<file path="config.mk">
export PLATFORM = sky130hd
export DESIGN_NAME = hsncf_ctrl
export DESIGN_NICKNAME = d
export VERILOG_FILES = /design/src/hdl/hsncf_pkg.sv /design/src/hdl/hsncf_ctrl.sv
export SDC_FILE = /design/constraint.sdc
export NUM_CORES = 1
export LEC_CHECK = 0
export BUFFER_PORTS_ARGS = -buffer_cell sky130_fd_sc_hd__buf_2
export CAP_MARGIN = 20
export CORE_AREA = 2 2 52 54
export DETAILED_ROUTE_END_ITERATION = 16
export DIE_AREA = 0 0 54 56
export GPL_ROUTABILITY_DRIVEN = 0
export MAX_ROUTING_LAYER = met4
export PLACE_DENSITY_LB_ADDON = 0.15
export RECOVER_POWER = 100
export REMOVE_ABC_BUFFERS = 1
export SLEW_MARGIN = 10
export SYNTH_ARGS = -nofsm -noshare
export SYNTH_HDL_FRONTEND = slang
export SYNTH_SLANG_ARGS = --single-unit
</file>
<file path="constraint.sdc">
create_clock -name clk -period 1.6 [get_ports clk]
set_input_delay 0 -clock clk [delete_from_list [all_inputs] [get_ports clk]]
set_output_delay 0 -clock clk [all_outputs]
set_load 0.02 [all_outputs]
</file>
<file path="src/hdl/hsncf_pkg.sv">
// Shared types and constants for the hard-sphere next-collision finder.
// No dependencies; every other file of the block refers to this package.
`default_nettype none

package hsncf_pkg;

    // default store split: movers first, then walls
    localparam int MOVER_COUNT_DEF = 64;
    localparam int WALL_COUNT_DEF  = 128;

    // item fields
    localparam int COORD_W  = 32;   // Q16.16 words
    localparam int INDEX_W  = 8;
    localparam int TIME_W   = 32;
    localparam int FRAC_W   = 16;

    // stream widths
    localparam int S_DATA_W = INDEX_W + 7 * COORD_W;   // 232, whole bytes
    localparam int S_USER_W = 1;
    localparam int M_DATA_W = TIME_W + INDEX_W;        // 40, whole bytes
    localparam int M_USER_W = 2;

    // pair arithmetic widths (differences are COORD_W+1 bits)
    localparam int A_W       = 2 * (COORD_W + 1);      // |dv|^2, unsigned
    localparam int B_W       = 2 * (COORD_W + 1) + 1;  // dr.dv, signed
    localparam int C_W       = 2 * (COORD_W + 1) + 2;  // |dr|^2 - R^2, signed
    localparam int OP_W      = C_W;                    // multiplier operand
    localparam int PROD_W    = 2 * OP_W;
    localparam int D_W       = PROD_W - 2;             // discriminant, signed
    localparam int ROOT_W    = OP_W;
    localparam int RAD_W     = 2 * ROOT_W;
    localparam int MUL_DIGIT = 4;                      // multiplier bits per cycle

    typedef enum logic {
        ACT_LOAD  = 1'b0,
        ACT_QUERY = 1'b1
    } action_t;

    typedef struct packed {
        logic [COORD_W-1:0] radius;
        logic [COORD_W-1:0] vz;
        logic [COORD_W-1:0] vy;
        logic [COORD_W-1:0] vx;
        logic [COORD_W-1:0] z;
        logic [COORD_W-1:0] y;
        logic [COORD_W-1:0] x;
    } entry_t;

    typedef struct packed {
        entry_t             sphere;
        logic [INDEX_W-1:0] entry_index;
    } in_item_t;

    // product sequence of one pair
    typedef enum logic [3:0] {
        MUL_DVX,
        MUL_DVY,
        MUL_DVZ,
        MUL_DRVX,
        MUL_DRVY,
        MUL_DRVZ,
        MUL_DRX,
        MUL_DRY,
        MUL_DRZ,
        MUL_RR,
        MUL_BB,
        MUL_AC
    } mul_op_t;

    typedef enum logic [3:0] {
        ST_IDLE,
        ST_QCHK,
        ST_SELF,
        ST_SEEK,
        ST_PAIR,
        ST_MUL_GO,
        ST_MUL_WAIT,
        ST_CHECK,
        ST_SQRT_WAIT,
        ST_PICK,
        ST_DIV_GO,
        ST_DIV_WAIT,
        ST_RESULT,
        ST_BAD
    } state_t;

    typedef struct packed {
        logic    write;
        logic    capture;
        logic    rd_self;
        logic    load_self;
        logic    scan_init;
        logic    rd_partner;
        logic    scan_next;
        logic    diff;
        logic    mul_start;
        mul_op_t mul_op;
        logic    accum;
        logic    sqrt_start;
        logic    pick;
        logic    div_start;
        logic    update;
        logic    out_load;
        logic    out_bad;
    } cmd_t;

    typedef struct packed {
        logic q_ok;
        logic j_done;
        logic j_skip;
        logic mul_done;
        logic a_zero;
        logic d_neg;
        logic sqrt_done;
        logic has_root;
        logic div_done;
        logic out_busy;
    } status_t;

endpackage

`default_nettype wire

</file>
<file path="src/hdl/hsncf_ctrl.sv">
// Controller state machine: input handshake, scan sequencing, product
// sequence and result hand-off. Depends on hsncf_pkg.
`default_nettype none

module hsncf_ctrl (
    input  wire logic                  clk,
    input  wire logic                  rst_n,
    input  wire logic                  s_tvalid,
    input  wire hsncf_pkg::action_t    action,
    input  wire hsncf_pkg::status_t    status,
    output logic                       s_tready,
    output hsncf_pkg::cmd_t            cmd
);

    hsncf_pkg::state_t  state_reg;
    hsncf_pkg::state_t  state_next;
    hsncf_pkg::mul_op_t op_reg;
    hsncf_pkg::mul_op_t op_next;

    always_ff @(posedge clk or negedge rst_n)
    begin
        if (!rst_n)
        begin
            state_reg <= hsncf_pkg::ST_IDLE;
            op_reg    <= hsncf_pkg::MUL_DVX;
        end
        else
        begin
            state_reg <= state_next;
            op_reg    <= op_next;
        end
    end

    always_comb
    begin
        cmd        = '0;
        cmd.mul_op = op_reg;
        state_next = state_reg;
        op_next    = op_reg;
        s_tready   = 1'b0;
        case (state_reg)
            hsncf_pkg::ST_IDLE:
            begin
                s_tready = 1'b1;
                if (s_tvalid)
                begin
                    if (action == hsncf_pkg::ACT_LOAD)
                        cmd.write = 1'b1;
                    else
                    begin
                        cmd.capture = 1'b1;
                        state_next  = hsncf_pkg::ST_QCHK;
                    end
                end
            end
            hsncf_pkg::ST_QCHK:
            begin
                if (!status.q_ok)
                    state_next = hsncf_pkg::ST_BAD;
                else
                begin
                    cmd.rd_self = 1'b1;
                    state_next  = hsncf_pkg::ST_SELF;
                end
            end
            hsncf_pkg::ST_SELF:
            begin
                cmd.load_self = 1'b1;
                cmd.scan_init = 1'b1;
                state_next    = hsncf_pkg::ST_SEEK;
            end
            hsncf_pkg::ST_SEEK:
            begin
                if (status.j_done)
                    state_next = hsncf_pkg::ST_RESULT;
                else if (status.j_skip)
                    cmd.scan_next = 1'b1;
                else
                begin
                    cmd.rd_partner = 1'b1;
                    state_next     = hsncf_pkg::ST_PAIR;
                end
            end
            hsncf_pkg::ST_PAIR:
            begin
                cmd.diff   = 1'b1;
                op_next    = hsncf_pkg::MUL_DVX;
                state_next = hsncf_pkg::ST_MUL_GO;
            end
            hsncf_pkg::ST_MUL_GO:
            begin
                cmd.mul_start = 1'b1;
                state_next    = hsncf_pkg::ST_MUL_WAIT;
            end
            hsncf_pkg::ST_MUL_WAIT:
            begin
                if (status.mul_done)
                begin
                    cmd.accum = 1'b1;
                    if (op_reg == hsncf_pkg::MUL_AC)
                        state_next = hsncf_pkg::ST_CHECK;
                    else
                    begin
                        op_next    = hsncf_pkg::mul_op_t'(op_reg + 4'd1);
                        state_next = hsncf_pkg::ST_MUL_GO;
                    end
                end
            end
            hsncf_pkg::ST_CHECK:
            begin
                if (status.a_zero || status.d_neg)
                begin
                    cmd.scan_next = 1'b1;
                    state_next    = hsncf_pkg::ST_SEEK;
                end
                else
                begin
                    cmd.sqrt_start = 1'b1;
                    state_next     = hsncf_pkg::ST_SQRT_WAIT;
                end
            end
            hsncf_pkg::ST_SQRT_WAIT:
            begin
                if (status.sqrt_done)
                    state_next = hsncf_pkg::ST_PICK;
            end
            hsncf_pkg::ST_PICK:
            begin
                cmd.pick   = 1'b1;
                state_next = hsncf_pkg::ST_DIV_GO;
            end
            hsncf_pkg::ST_DIV_GO:
            begin
                if (!status.has_root)
                begin
                    cmd.scan_next = 1'b1;
                    state_next    = hsncf_pkg::ST_SEEK;
                end
                else
                begin
                    cmd.div_start = 1'b1;
                    state_next    = hsncf_pkg::ST_DIV_WAIT;
                end
            end
            hsncf_pkg::ST_DIV_WAIT:
            begin
                if (status.div_done)
                begin
                    cmd.update    = 1'b1;
                    cmd.scan_next = 1'b1;
                    state_next    = hsncf_pkg::ST_SEEK;
                end
            end
            hsncf_pkg::ST_RESULT:
            begin
                if (!status.out_busy)
                begin
                    cmd.out_load = 1'b1;
                    state_next   = hsncf_pkg::ST_IDLE;
                end
            end
            hsncf_pkg::ST_BAD:
            begin
                if (!status.out_busy)
                begin
                    cmd.out_load = 1'b1;
                    cmd.out_bad  = 1'b1;
                    state_next   = hsncf_pkg::ST_IDLE;
                end
            end
            default:
                state_next = hsncf_pkg::ST_IDLE;
        endcase
    end

endmodule

`default_nettype wire

</file>
==> summary.txt <==
Floorplan
  • Starting density of the core: 0.335
  • IO Count: 35
  • Core area: 2430 sq um
  • FP Rows: 18
  • Die area: around 3000 sq um
  • Die H: about 56 um
  • Die X: approximately 54 um

Worst setup path
  • Crit end category: flip-flop
  • Setup Crit Path Kind: flip-flop to flip-flop
  • CP startpoint kind: flip-flop
  • Reg-to-reg slack, setup: -20 ps
  • Worst R2R End: state_reg[0]
  • Data arrival time of the worst path: about 1800 ps
  • Worst Path Required: 1730 ps
  • Reg2Reg Launch Point: state_reg[3]
  • CP Max Fanout: 6
  • Worst reg2reg path depth: 5

STA
  • Fin crit period: 1620 ps
  • Setup TNS: -37.6 ps
  • Worst Max-Slew Pin Slew: 482 ps
  • Max Clock Skew: approximately 17 ps
  • Fin crit share: 1.01
  • Slew Viols, Final: 0
  • Slew margin rel.: 0.679
  • Final Hold Vio Count: 0
  • Final setup viols: 2
  • Setup ws final: -23.9 ps
  • Max Fclk: 616 MHz
  • Unrepaired setup endpoints after global routing: yes

Route
  • # DRC: 0
  • Wirelength, routed: 2660 um
  • Routed vias/inst: 5.29
  • DR vias: 1016
  • DRT antenna net count: 0
  • Routed len/inst: 13.8 um
  • Pre-Repair DR Iteration Count: 4
  • Number of DRC markers in iteration 0: 12

Yosys
  • Largest area contributor in the netlist: dfrtp_1
  • Post-synthesis sequential area ratio: 0.245
  • Top cell type's share of synthesized area: 0.245
  • Top FF cell, synth: dfrtp_1
  • Yosys warns: 0
  • Netlist cell types: 43
  • Synth area leaders: dfrtp_1, nor3_1, nand2_1
  • Area of the mapped netlist: 816 sq um
  • Syn Inst Count: ~100
  • Post-synth EDFFs: 0
  • Flops & latches, synth: 8
  • Async set-reset flop share out of synthesis: 1.00
  • Avg Cell Area, Syn: a little under 8 sq um

GRT
  • GR Overflow Total: 0
  • Initial antenna violation count: 0
  • First-pass GRT wire length: 4300 um
  • Total GRT Usage: 0.193
  • Largest net degree at the start of global routing: 12
  • Vias in the first global route: 939

Hold path
  • WHS Path Cells: 4
  • Tightest Hold Check Type: input pin to flip-flop
  • Hold Path Origin: status[5]
  • Hold Path End: state_reg[3]

Cells and area
  • Multi-input gate area: 609 sq um
  • Sequential cell area: 205 sq um
  • FILL cells: about 260
  • Area Growth Syn to Fin: 61.3%
  • Nets: 179
  • Ratio of cells with drive above 1 in the final layout: 0.512
  • Post-layout instance area: 1320 sq um
  • Diodes inserted: 0

Status
  • Failing checks: setup timing
  • Outcome: complete, but fails checks

Place
  • Placed Area: 1120 sq um
  • Post-DP HPWL: 1970 um
  • IO Port Bufs: 34

Clock network
  • Clock sink total: 8
  • Clock tree from TritonCTS: yes
  • Clock-pin slew on the worst setup and hold paths: 50 ps
  • Clock latency on the worst-skew pair: between 200 and 300 ps
  • Total CTS buffers: 3
  • Clk Tree Root Cell: clkbuf_4
  • H-tree levels: 1
  • Clk buf depth: 2

Power
  • Static leakage: around 0.64 nW
  • Pwr Total: about 2.5 mW
  • Maximum VDD drop: roughly 0.0011 V
  • Power Density: 1900 nW/um^2

Flow run
  • # Max-Cap Violations: 0
## cell usage after synthesis (3+ instances only)
cell type  number
a21oi_1         6
and3_1          4
buf_2           3
dfrtp_1         8
inv_1           5
nand2_1         9
nand3_1         3
nor2_1          5
nor2b_1         4
nor3_1          9
o21ai_0         3
o21ai_1         5
## layout by cell type (no fill, tap or decap), drive strengths merged, types with 5 or more instances in the layout
cell type | Yosys | final
o21ai | 8 | 8
nor3 | 9 | 9
inv | 6 | 6
a21oi | 6 | 6
buf | 7 | 56
nand2 | 9 | 9
clkbuf | 0 | 9
dfrtp | 8 | 8
nor2 | 5 | 5
and3 | 5 | 5
## area by class of cell
type	instances	share of cell area
repair buffers	63	0.317
well taps	30	0.0285
multi-input cells	82	0.463
inverters	6	0.0190
clock buffers	3	0.0171
flip-flops and latches	8	0.156
## logic make-up (layout without fill, tap and decap cells)
| group | Yosys count | count (layout) | share of synthesized area |
|---|---|---|---|
| simple gates | 52 | 52 | 0.397 |
| flops | 8 | 8 | 0.245 |
| fa+ha+maj | 1 | 1 | 0.0153 |
| xor+xnor | 1 | 1 | 0.0107 |
| compound gates | 27 | 27 | 0.221 |
| buf+inv | 13 | 72 | 0.0920 |
| mux | 1 | 1 | 0.0184 |
## worst max-delay path by stage
stage	from	endpoint	slack, ps	cells after the start
2_1_floorplan	state_reg[0]	state_reg[0]	-210	4
3_3_place_gp	state_reg[3]	state_reg[0]	-0.5	4
3_5_place_dp	state_reg[1]	state_reg[0]	-60	4
4_1_cts	state_reg[2]	cmd[13]	-30	7
5_1_grt	state_reg[2]	cmd[13]	-70	6
6_report	state_reg[3]	state_reg[0]	-20	5
## metrics by stage
stage / hold WS [ps] / utilization / worst slack [ps] / instances
4_1_cts: 114 / 0.506 / -30.7 / 189
6_report: 165 / 0.541 / -23.9 / 192
2_1_floorplan: -296 / - / -207 / 96
3_3_place_gp: -144 / 0.461 / -0.485 / 180
5_1_grt: 180 / 0.541 / -71.6 / 192
3_5_place_dp: -143 / 0.461 / -56.7 / 180
## routing by layer
| metal | global-route usage | vias to the layer above | wire length [um] |
|---|---|---|---|
| li1 | - | 503 | - |
| met1 | 0.264 | 473 | 1200 |
| met2 | 0.293 | 38 | 1270 |
| met3 | 0.0134 | 2 | 164 |
| met4 | 0.0750 | 0 | 27 |
| met5 | - | - | 0 |
## where the power goes
part	switching, mW	total (mW)	internal (mW)
Clock	0.0785	0.165	0.0862
Sequential	0.115	0.410	0.294
Combinational	0.971	1.93	0.958
Total	1.16	2.50	1.34
## worst max-delay path, stage by stage, from the launching register on
cell,delay (ps)
dfrtp_2,410
buf_4,160
and4bb_1,240
a22oi_2,190
and3_4,220
mux2_4,290
## what timing repair did
action / in CTS / in global routing
pin swaps: 1 / 3
setup buffers: 5 / 3
hold buffers: 1 / 0
resized for setup: 15 / 16
hold endpoints to repair: 8 / 0
setup endpoints to repair: 8 / 12
Power figures use the tool's default switching activity.
